===== src/rtl/dswer_pkg.sv =====
// Shared constants and controller/datapath handshake types for the event rate counter.
`default_nettype none

package dswer_pkg;

	// Fixed field widths on the ports
	localparam int TIME_W = 32;
	localparam int WIN_W  = 32;
	localparam int RATE_W = 7;

	// Defaults for the top level parameters
	localparam int DEF_FIFO_DEPTH = 64;
	localparam int DEF_TIME_BITS  = 32;

	// Window register value after reset
	localparam logic [WIN_W-1:0] WINDOW_RESET = 32'd1000;

	// Rate and peak outputs saturate here
	localparam logic [RATE_W-1:0] RATE_MAX = '1;

	// Commands from the controller to the datapath
	typedef struct packed {
		logic capture;  // take the input beat
		logic push;     // write new stamps into the FIFOs
		logic read;     // fetch the head stamp of each FIFO
		logic check;    // compare head ages, pop expired stamps
		logic finish;   // update peaks and load the result register
	} cmd_t;

	// Status from the datapath back to the controller
	typedef struct packed {
		logic pop_any;  // at least one channel popped this cycle
		logic out_free; // result register can take a new beat
	} sts_t;

endpackage

`default_nettype wire


===== src/rtl/dswer_if.sv =====
// Valid/ready channel interfaces: sample input, result output, window register write.
`default_nettype none

interface dswer_sample_if;
	import dswer_pkg::*;
	logic              valid;
	logic              ready;
	logic [TIME_W-1:0] time_now;
	logic              left_pressed;
	logic              right_pressed;

	modport source (output valid, output time_now, output left_pressed,
		output right_pressed, input ready);
	modport sink (input valid, input time_now, input left_pressed,
		input right_pressed, output ready);
endinterface

interface dswer_result_if;
	import dswer_pkg::*;
	logic              valid;
	logic              ready;
	logic [RATE_W-1:0] left_rate;
	logic [RATE_W-1:0] right_rate;
	logic [RATE_W-1:0] left_peak;
	logic [RATE_W-1:0] right_peak;
	logic              overflow;

	modport source (output valid, output left_rate, output right_rate,
		output left_peak, output right_peak, output overflow, input ready);
	modport sink (input valid, input left_rate, input right_rate,
		input left_peak, input right_peak, input overflow, output ready);
endinterface

interface dswer_cfg_if;
	import dswer_pkg::*;
	logic             valid;
	logic             ready;
	logic [WIN_W-1:0] window_ticks;

	modport source (output valid, output window_ticks, input ready);
	modport sink (input valid, input window_ticks, output ready);
endinterface

`default_nettype wire


===== src/rtl/dual_sliding_window_event_rate.sv =====
// Top level of the dual sliding-window button event rate counter.
`default_nettype none

// Each sample beat carries a timestamp and two button levels; a rising edge on a
// channel pushes the timestamp into that channel's stamp FIFO, then stamps older
// than window_ticks are popped and one result beat reports both counts, their
// peaks since reset and a dropped-press flag. Each sample steps through the PUSH,
// READ, CHECK and FINISH states before the block is back in IDLE, and each
// expiry round repeats READ and CHECK. Both channels pop in the same round, so
// the round count is the larger of the two pop counts. A round needs both
// states because each stamp memory has a single registered read port.
// A finished result waits in an output register, so the next sample is taken
// while it is pending; it only stalls at the end if the previous result is
// still untaken. The window register may be written at any time the block is
// idle; its port is always ready.
module dual_sliding_window_event_rate #(
	parameter int FIFO_DEPTH = dswer_pkg::DEF_FIFO_DEPTH,
	parameter int TIME_BITS  = dswer_pkg::DEF_TIME_BITS
) (
	input  wire logic        clk,
	input  wire logic        arst_n,
	dswer_sample_if.sink     sample,
	dswer_result_if.source   result,
	dswer_cfg_if.sink        cfg
);
	import dswer_pkg::*;

	cmd_t cmd;
	sts_t sts;

	assign cfg.ready = 1'b1;

	dswer_ctrl u_ctrl (
		.clk      (clk),
		.arst_n   (arst_n),
		.in_valid (sample.valid),
		.in_ready (sample.ready),
		.sts      (sts),
		.cmd      (cmd)
	);

	dswer_dp #(
		.FIFO_DEPTH (FIFO_DEPTH),
		.TIME_BITS  (TIME_BITS)
	) u_dp (
		.clk         (clk),
		.arst_n      (arst_n),
		.cmd         (cmd),
		.sts         (sts),
		.time_now    (sample.time_now),
		.left_level  (sample.left_pressed),
		.right_level (sample.right_pressed),
		.win_we      (cfg.valid),
		.win_data    (cfg.window_ticks),
		.out_valid   (result.valid),
		.out_ready   (result.ready),
		.left_rate   (result.left_rate),
		.right_rate  (result.right_rate),
		.left_peak   (result.left_peak),
		.right_peak  (result.right_peak),
		.overflow    (result.overflow)
	);

endmodule

`default_nettype wire


===== src/rtl/dswer_ctrl.sv =====
// Sequencing state machine: capture, push, read/check expiry loop, result load.
`default_nettype none

module dswer_ctrl (
	input  wire logic          clk,
	input  wire logic          arst_n,
	input  wire logic          in_valid,
	output logic               in_ready,
	input  dswer_pkg::sts_t    sts,
	output dswer_pkg::cmd_t    cmd
);
	import dswer_pkg::*;

	typedef enum logic [4:0] {
		ST_IDLE   = 5'b00001,
		ST_PUSH   = 5'b00010,
		ST_READ   = 5'b00100,
		ST_CHECK  = 5'b01000,
		ST_FINISH = 5'b10000
	} state_t;

	state_t state_q;
	state_t state_nx;

	// Next state
	always_comb begin
		state_nx = state_q;
		case (state_q)
			ST_IDLE: begin
				if (in_valid) state_nx = ST_PUSH;
			end
			ST_PUSH:  state_nx = ST_READ;
			ST_READ:  state_nx = ST_CHECK;
			ST_CHECK: begin
				// another pop means a new head stamp must be fetched
				state_nx = sts.pop_any ? ST_READ : ST_FINISH;
			end
			ST_FINISH: begin
				if (sts.out_free) state_nx = ST_IDLE;
			end
			default: state_nx = ST_IDLE;
		endcase
	end

	always_ff @(posedge clk or negedge arst_n) begin
		if (!arst_n) begin
			state_q <= ST_IDLE;
		end else begin
			state_q <= state_nx;
		end
	end

	// Command decode
	assign in_ready    = (state_q == ST_IDLE);
	assign cmd.capture = (state_q == ST_IDLE) && in_valid;
	assign cmd.push    = (state_q == ST_PUSH);
	assign cmd.read    = (state_q == ST_READ);
	assign cmd.check   = (state_q == ST_CHECK);
	assign cmd.finish  = (state_q == ST_FINISH) && sts.out_free;

endmodule

`default_nettype wire


===== src/rtl/dswer_chan.sv =====
// One button channel: stamp FIFO memory, head/fill pointers, edge detect, peak.
`default_nettype none

module dswer_chan #(
	parameter int FIFO_DEPTH = dswer_pkg::DEF_FIFO_DEPTH,
	parameter int TIME_BITS  = dswer_pkg::DEF_TIME_BITS
) (
	input  wire logic                         clk,
	input  wire logic                         arst_n,
	input  dswer_pkg::cmd_t                   cmd,
	input  wire logic                         level,
	input  wire logic [TIME_BITS-1:0]         now,
	input  wire logic [dswer_pkg::WIN_W-1:0]  window,
	output logic                              pop,
	output logic                              drop,
	output logic [dswer_pkg::RATE_W-1:0]      rate,
	output logic [dswer_pkg::RATE_W-1:0]      peak
);
	import dswer_pkg::*;

	localparam int AW = (FIFO_DEPTH > 1) ? $clog2(FIFO_DEPTH) : 1;
	localparam int FW = $clog2(FIFO_DEPTH + 1);
	localparam int SW = (FW > RATE_W) ? FW : RATE_W;
	localparam int CW = (TIME_BITS > WIN_W) ? TIME_BITS : WIN_W;
	localparam logic [FW-1:0] FULL    = FW'(FIFO_DEPTH);
	localparam logic [AW-1:0] LAST    = AW'(FIFO_DEPTH - 1);
	localparam logic [FW:0]   DEPTH_X = (FW + 1)'(FIFO_DEPTH);

	logic [TIME_BITS-1:0] mem [FIFO_DEPTH];
	logic [TIME_BITS-1:0] rd_q;
	logic [AW-1:0]        head_q;
	logic [FW-1:0]        fill_q;
	logic [FW-1:0]        peak_q;
	logic                 prev_q;
	logic                 push_q;
	logic                 drop_q;

	logic                 rise;
	logic [FW:0]          tail_sum;
	logic [FW:0]          tail_wrap;
	logic [AW-1:0]        tail;
	logic [TIME_BITS-1:0] age;
	logic [FW-1:0]        peak_nx;
	logic [SW-1:0]        fill_x;
	logic [SW-1:0]        peak_x;

	// Edge detect on the sampled level
	assign rise = level & ~prev_q;

	// Tail slot = head + fill, wrapped at the FIFO depth
	assign tail_sum  = (FW + 1)'(head_q) + (FW + 1)'(fill_q);
	assign tail_wrap = (tail_sum >= DEPTH_X) ? (tail_sum - DEPTH_X) : tail_sum;
	assign tail      = tail_wrap[AW-1:0];

	// Head stamp expires when its modular age exceeds the window
	assign age = now - rd_q;
	assign pop = cmd.check && (fill_q != '0) && (CW'(age) > CW'(window));

	// Stamp memory: one write port, one registered read port
	always_ff @(posedge clk) begin
		if (cmd.push && push_q) mem[tail] <= now;
		if (cmd.read) rd_q <= mem[head_q];
	end

	// Pointers, fill count, edge and peak state
	always_ff @(posedge clk or negedge arst_n) begin
		if (!arst_n) begin
			head_q <= '0;
			fill_q <= '0;
			peak_q <= '0;
			prev_q <= 1'b0;
			push_q <= 1'b0;
			drop_q <= 1'b0;
		end else if (cmd.capture) begin
			prev_q <= level;
			push_q <= rise && (fill_q != FULL);
			drop_q <= rise && (fill_q == FULL);
		end else if (cmd.push) begin
			if (push_q) fill_q <= fill_q + 1'b1;
		end else if (pop) begin
			head_q <= (head_q == LAST) ? '0 : head_q + 1'b1;
			fill_q <= fill_q - 1'b1;
		end else if (cmd.finish) begin
			peak_q <= peak_nx;
		end
	end

	assign peak_nx = (fill_q > peak_q) ? fill_q : peak_q;
	assign drop    = drop_q;

	// Saturating 7-bit views
	assign fill_x = SW'(fill_q);
	assign peak_x = SW'(peak_nx);
	assign rate   = (fill_x > SW'(RATE_MAX)) ? RATE_MAX : fill_x[RATE_W-1:0];
	assign peak   = (peak_x > SW'(RATE_MAX)) ? RATE_MAX : peak_x[RATE_W-1:0];

endmodule

`default_nettype wire


===== src/rtl/dswer_dp.sv =====
// Datapath: window register, sample capture, both channels, result register.
`default_nettype none

module dswer_dp #(
	parameter int FIFO_DEPTH = dswer_pkg::DEF_FIFO_DEPTH,
	parameter int TIME_BITS  = dswer_pkg::DEF_TIME_BITS
) (
	input  wire logic                          clk,
	input  wire logic                          arst_n,
	input  dswer_pkg::cmd_t                    cmd,
	output dswer_pkg::sts_t                    sts,
	input  wire logic [dswer_pkg::TIME_W-1:0]  time_now,
	input  wire logic                          left_level,
	input  wire logic                          right_level,
	input  wire logic                          win_we,
	input  wire logic [dswer_pkg::WIN_W-1:0]   win_data,
	output logic                               out_valid,
	input  wire logic                          out_ready,
	output logic [dswer_pkg::RATE_W-1:0]       left_rate,
	output logic [dswer_pkg::RATE_W-1:0]       right_rate,
	output logic [dswer_pkg::RATE_W-1:0]       left_peak,
	output logic [dswer_pkg::RATE_W-1:0]       right_peak,
	output logic                               overflow
);
	import dswer_pkg::*;

	logic [WIN_W-1:0]     win_q;
	logic [TIME_BITS-1:0] now_q;
	logic                 valid_q;
	logic [RATE_W-1:0]    l_rate_q;
	logic [RATE_W-1:0]    r_rate_q;
	logic [RATE_W-1:0]    l_peak_q;
	logic [RATE_W-1:0]    r_peak_q;
	logic                 ovf_q;

	logic                 l_pop;
	logic                 r_pop;
	logic                 l_drop;
	logic                 r_drop;
	logic [RATE_W-1:0]    l_rate;
	logic [RATE_W-1:0]    r_rate;
	logic [RATE_W-1:0]    l_peak;
	logic [RATE_W-1:0]    r_peak;

	// Window register
	always_ff @(posedge clk or negedge arst_n) begin
		if (!arst_n) begin
			win_q <= WINDOW_RESET;
		end else if (win_we) begin
			win_q <= win_data;
		end
	end

	// Timestamp of the current sample, taken modulo 2^TIME_BITS
	always_ff @(posedge clk) begin
		if (cmd.capture) now_q <= TIME_BITS'(time_now);
	end

	dswer_chan #(
		.FIFO_DEPTH (FIFO_DEPTH),
		.TIME_BITS  (TIME_BITS)
	) u_left (
		.clk    (clk),
		.arst_n (arst_n),
		.cmd    (cmd),
		.level  (left_level),
		.now    (now_q),
		.window (win_q),
		.pop    (l_pop),
		.drop   (l_drop),
		.rate   (l_rate),
		.peak   (l_peak)
	);

	dswer_chan #(
		.FIFO_DEPTH (FIFO_DEPTH),
		.TIME_BITS  (TIME_BITS)
	) u_right (
		.clk    (clk),
		.arst_n (arst_n),
		.cmd    (cmd),
		.level  (right_level),
		.now    (now_q),
		.window (win_q),
		.pop    (r_pop),
		.drop   (r_drop),
		.rate   (r_rate),
		.peak   (r_peak)
	);

	assign sts.pop_any  = l_pop | r_pop;
	assign sts.out_free = !valid_q || out_ready;

	// Result register: holds a beat until the sink takes it
	always_ff @(posedge clk or negedge arst_n) begin
		if (!arst_n) begin
			valid_q <= 1'b0;
		end else if (cmd.finish) begin
			valid_q <= 1'b1;
		end else if (out_ready) begin
			valid_q <= 1'b0;
		end
	end

	always_ff @(posedge clk) begin
		if (cmd.finish) begin
			l_rate_q <= l_rate;
			r_rate_q <= r_rate;
			l_peak_q <= l_peak;
			r_peak_q <= r_peak;
			ovf_q    <= l_drop | r_drop;
		end
	end

	assign out_valid  = valid_q;
	assign left_rate  = l_rate_q;
	assign right_rate = r_rate_q;
	assign left_peak  = l_peak_q;
	assign right_peak = r_peak_q;
	assign overflow   = ovf_q;

endmodule

`default_nettype wire


===== src/flat_wrapper.sv =====
// flat-port wrapper written by rule: the top's interface ports become plain ports
module dual_sliding_window_event_rate_flat import dswer_pkg::*;
#(
	parameter int FIFO_DEPTH = dswer_pkg::DEF_FIFO_DEPTH,
	parameter int TIME_BITS  = dswer_pkg::DEF_TIME_BITS
)
  (clk, arst_n, sample_valid, sample_time_now, sample_left_pressed, sample_right_pressed, sample_ready, result_valid, result_left_rate, result_right_rate, result_left_peak, result_right_peak, result_overflow, result_ready, cfg_valid, cfg_window_ticks, cfg_ready);
  dswer_sample_if sample_i ();
  dswer_result_if result_i ();
  dswer_cfg_if cfg_i ();
  input  wire logic clk;
  input  wire logic arst_n;
  input wire logic [$bits(sample_i.valid)-1:0] sample_valid;
  input wire logic [$bits(sample_i.time_now)-1:0] sample_time_now;
  input wire logic [$bits(sample_i.left_pressed)-1:0] sample_left_pressed;
  input wire logic [$bits(sample_i.right_pressed)-1:0] sample_right_pressed;
  output wire logic [$bits(sample_i.ready)-1:0] sample_ready;
  output wire logic [$bits(result_i.valid)-1:0] result_valid;
  output wire logic [$bits(result_i.left_rate)-1:0] result_left_rate;
  output wire logic [$bits(result_i.right_rate)-1:0] result_right_rate;
  output wire logic [$bits(result_i.left_peak)-1:0] result_left_peak;
  output wire logic [$bits(result_i.right_peak)-1:0] result_right_peak;
  output wire logic [$bits(result_i.overflow)-1:0] result_overflow;
  input wire logic [$bits(result_i.ready)-1:0] result_ready;
  input wire logic [$bits(cfg_i.valid)-1:0] cfg_valid;
  input wire logic [$bits(cfg_i.window_ticks)-1:0] cfg_window_ticks;
  output wire logic [$bits(cfg_i.ready)-1:0] cfg_ready;
  assign sample_i.valid = sample_valid;
  assign sample_i.time_now = sample_time_now;
  assign sample_i.left_pressed = sample_left_pressed;
  assign sample_i.right_pressed = sample_right_pressed;
  assign sample_ready = sample_i.ready;
  assign result_valid = result_i.valid;
  assign result_left_rate = result_i.left_rate;
  assign result_right_rate = result_i.right_rate;
  assign result_left_peak = result_i.left_peak;
  assign result_right_peak = result_i.right_peak;
  assign result_overflow = result_i.overflow;
  assign result_i.ready = result_ready;
  assign cfg_i.valid = cfg_valid;
  assign cfg_i.window_ticks = cfg_window_ticks;
  assign cfg_ready = cfg_i.ready;
  dual_sliding_window_event_rate #(.FIFO_DEPTH(FIFO_DEPTH), .TIME_BITS(TIME_BITS)) u_core (.clk(clk), .arst_n(arst_n), .sample(sample_i), .result(result_i), .cfg(cfg_i));
endmodule

===== config.mk =====
export PLATFORM = sky130hd
export DESIGN_NAME = dual_sliding_window_event_rate_flat
export DESIGN_NICKNAME = d
export VERILOG_FILES = /design/src/rtl/dswer_pkg.sv /design/src/rtl/dswer_if.sv /design/src/rtl/dual_sliding_window_event_rate.sv /design/src/rtl/dswer_ctrl.sv /design/src/rtl/dswer_chan.sv /design/src/rtl/dswer_dp.sv /design/src/flat_wrapper.sv
export SDC_FILE = /design/constraint.sdc
export NUM_CORES = 2
export LEC_CHECK = 0
export BUFFER_PORTS_ARGS = -buffer_cell sky130_fd_sc_hd__buf_4
export CORE_ASPECT_RATIO = 1.2
export CORE_UTILIZATION = 44
export CTS_CLUSTER_DIAMETER = 150
export DETAILED_ROUTE_END_ITERATION = 7
export PLACE_DENSITY = 0.69
export SLEW_MARGIN = 20
export SYNTH_ARGS = -nofsm -noshare
export SYNTH_HDL_FRONTEND = slang
export SYNTH_SLANG_ARGS = --single-unit

===== constraint.sdc =====
create_clock -name clk -period 6.4 [get_ports clk]
set_input_delay 0.32 -clock clk [delete_from_list [all_inputs] [get_ports clk]]
set_output_delay 0.32 -clock clk [all_outputs]
set_load 0.02 [all_outputs]

==> results.sh <==
export IMPL_outcome="finished clean"
export IMPL_cts_root_buffer="clkbuf_16"
export IMPL_cts_max_path_buffers=4
export IMPL_cp_arrival_ps=6710
export IMPL_synth_edf_count=4221
export IMPL_start_util_pct=44.3
export IMPL_synthToLayoutAreaGrowth_pct=13.9
export IMPL_final_util_pct=50.4
export IMPL_drv_slew=0
export IMPL_period_minus_slack_ps=5880
export IMPL_core_sq_um=381000
export IMPL_synth_distinct_cells=67
export IMPL_grt_pass1_vias=81973
export IMPL_grt_max_degree=139
export IMPL_yosysWarnings=0
export IMPL_grt_usage_pct=22.8
export IMPL_final_nets=8045
export IMPL_syn_num_nets=7466
export IMPL_worstPathRequired_ps=7230
export IMPL_placed_cell_area_sq_um=177000
export IMPL_synth_seq_cells=4305
export IMPL_end_kind="flip-flop"
export IMPL_rr_startpoint="u_core.u_dp.now_q[2]"
export IMPL_cts_max_level=5
export IMPL_tightest_slew_ps=1220
export IMPL_ant_nets=0
export IMPL_grt_pass1_wl_um=620000
export IMPL_clock_latency_ps=970
export IMPL_die_area_sq_um=386000
export IMPL_multiInputGateArea_sq_um=38700
export IMPL_reg2reg_depth=19
export IMPL_ff_latch_area_sq_um=129000
export IMPL_vias=80503
export IMPL_dieHeight_um=680
export IMPL_holdCritPathClass="in2reg"
export IMPL_io_pins=103
export IMPL_antenna_found_initial=56
export IMPL_finalPower_mw=66.8
export IMPL_cts_tree="built"
export IMPL_io_buffer_count=101
export IMPL_vias_per_cell=6.11
export IMPL_start_kind="flip-flop"
export IMPL_post_dp_hpwl_um=263000
export IMPL_fmax_ghz=0.170
export IMPL_relSlewSlack_pct=18.8
export IMPL_drtIter0Drc=10580
export IMPL_vdd_drop_max_uv=335
export IMPL_cts_resized_gates=0
export IMPL_hold_path_depth=3
export IMPL_avgSynthCellArea_sq_um=23.3
export IMPL_die_width_um=567
export IMPL_rsz0062_at_grt="no"
export IMPL_syn_inst=7227
export IMPL_powerDensity_nw_per_um2=348
export IMPL_min_from="cfg_valid"
export IMPL_p_leak_nw=58.6
export IMPL_crit_type="reg2reg"
export IMPL_drc=0
export IMPL_gp_congestion=0.894
export IMPL_post_cts_setup_buffer_count=0
export IMPL_setup_slack_ps=521
export IMPL_first_pass_iters=5
export IMPL_synthesis_area_sq_um=169000
export IMPL_dpl_worst_slack_ps=527
export IMPL_dp_cells=12264
export IMPL_overflow=0
export IMPL_drive_gt1_share_pct=30.7
export IMPL_path_clk_slew_ps=60
export IMPL_layoutNonFillerInstCount=13186
export IMPL_finalSetupTns_ps=0
export IMPL_wl_per_cell_um=33.6
export IMPL_cp_startpoint="u_core.u_dp.now_q[2]"
export IMPL_synthArstFlopShare_pct=1.95
export IMPL_synth_flop_cell="edfxtp_1"
export IMPL_maxCapViolations=0
export IMPL_cts_inserted_buffers=410
export IMPL_seq_area_frac_synth_pct=76.5
export IMPL_fillers=29043
export IMPL_rows=248
export IMPL_setup_viol=0
export IMPL_worst_hold_slack_ps=72.0
export IMPL_critPathMaxFanout=65
export IMPL_hold_violations=0
export IMPL_wl_um=443000
export IMPL_finalInstanceArea_sq_um=192000
export IMPL_cts_sinks=4305
export IMPL_fin_crit_sh_pct=91.9
export IMPL_clock_skew_ps=90.2
==> registers in the layout (all words and copies together) (netlist names), 5 cells and up <==
| register | flops |
|---|---|
| u_core.u_ctrl.state_q | 5 |
| u_core.u_dp.left_peak | 7 |
| u_core.u_dp.left_rate | 7 |
| u_core.u_dp.now_q | 32 |
| u_core.u_dp.right_peak | 7 |
| u_core.u_dp.right_rate | 7 |
| u_core.u_dp.u_left.fill_q | 7 |
| u_core.u_dp.u_left.head_q | 6 |
| u_core.u_dp.u_left.mem | 2048 |
| u_core.u_dp.u_left.peak_q | 7 |
| u_core.u_dp.u_left.rd_q | 32 |
| u_core.u_dp.u_right.fill_q | 7 |
| u_core.u_dp.u_right.head_q | 6 |
| u_core.u_dp.u_right.mem | 2048 |
| u_core.u_dp.u_right.peak_q | 7 |
| u_core.u_dp.u_right.rd_q | 32 |
| u_core.u_dp.win_q | 32 |
==> worst max-delay path, cell delays in order (launching register included) <==
cell and delay (ps):
edfxtp_1 380, buf_4 590, ha_1 390, a21o_1 190
a21o_1 210, a211o_1 350, a31oi_2 340, a31oi_1 290
a311oi_2 540, nor4bb_1 110, a311o_1 310, ha_1 280
nand4_1 140, a2111oi_0 410, a211oi_1 100, a21boi_0 220
nor2_1 110, buf_4 200, nand2_1 210, mux2_2 380
==> logic make-up after synthesis <==
group | after synthesis | synth area share (%)
and+or+nand+nor | 460 | 1.19
other | 1 | 0.00222
xor gates and xnor gates | 88 | 0.457
muxes | 1375 | 18.2
buffers and inverters | 481 | 1.15
AOI/OAI and AO/OA | 349 | 1.31
DFF | 4305 | 76.5
adders and majority gates | 168 | 1.27
==> synth_stat cells (13+ instances only) <==
master,n,share of area [%]
edfxtp_1,4221,75
mux4_2,1344,18
clkbuf_1,218,0.49
nor2_1,207,0.46
ha_1,162,1.2
inv_1,137,0.31
nand2_1,123,0.27
a21oi_1,106,0.31
o21ai_0,87,0.26
dfrtp_1,77,1.1
buf_2,74,0.22
xnor2_1,60,0.31
a21o_1,44,0.20
buf_1,43,0.096
nand3_1,35,0.10
xor2_1,28,0.15
mux2_2,25,0.17
nand4_1,24,0.089
o21a_1,15,0.067
nor2b_1,13,0.048
o21bai_1,13,0.058
==> layout make-up <==
class,instances,share of cell area (%)
Clock buffer,484,5.51
Multi-Input combinational cell,2441,20.2
Sequential cell,4305,67.1
Tap cell,5000,3.26
Inverter,138,0.270
Timing Repair Buffer,510,2.27
Clock inverter,266,1.35
Antenna cell,42,0.0547
==> per-layer routing <==
metal	vias to the layer above	global-route usage (%)	share of wire, %
met2	4288	38.7	51
met4	18	10.9	5.4
met3	803	4.09	8.6
li1	32050	-	-
met1	43344	28.3	35
met5	-	0	0.029
==> where the power goes <==
group / switching, mW / total, mW / internal [mW]
combinational: 6.02 / 9.92 / 3.90
sequential: 0.269 / 32.9 / 32.6
clock: 10.6 / 24.0 / 13.4
==> final timing paths <==
| path | end | slack [ps] |
|---|---|---|
| max in group asynchronous | u_core.u_dp.win_q[4] | 4160 |
| hold reg to reg | u_core.u_dp.u_right.drop | 500 |
| setup / recovery | u_core.u_dp.u_left.fill_q[4] | 520 |
| hold / removal | u_core.u_dp.win_q[20] | 70 |
| setup reg to reg | u_core.u_dp.u_left.fill_q[4] | 520 |
| min in group asynchronous | u_core.u_dp.win_q[16] | 620 |
==> layout by cell type (no fill, tap or decap), drive strengths merged, types with 44 or more instances in the layout <==
master / Yosys / layout
dfrtp: 77 / 77
nand2: 123 / 123
ha: 162 / 162
xnor2: 60 / 60
buf: 125 / 381
o21ai: 87 / 87
inv: 138 / 157
nor2: 207 / 207
clkinv: 0 / 187
a21o: 44 / 44
a21oi: 106 / 106
edfxtp: 4221 / 4221
mux4: 1344 / 1344
dlygate4sd3: 0 / 129
clkbuf: 218 / 484
==> what timing repair did <==
| action | in CTS | in global routing |
|---|---|---|
| hold buffers | 129 | 0 |
| endpoints found under the setup margin | 0 | 0 |
| endpoints found under the hold margin | 93 | 0 |
Note: power is estimated with default switching activity, not from simulation.
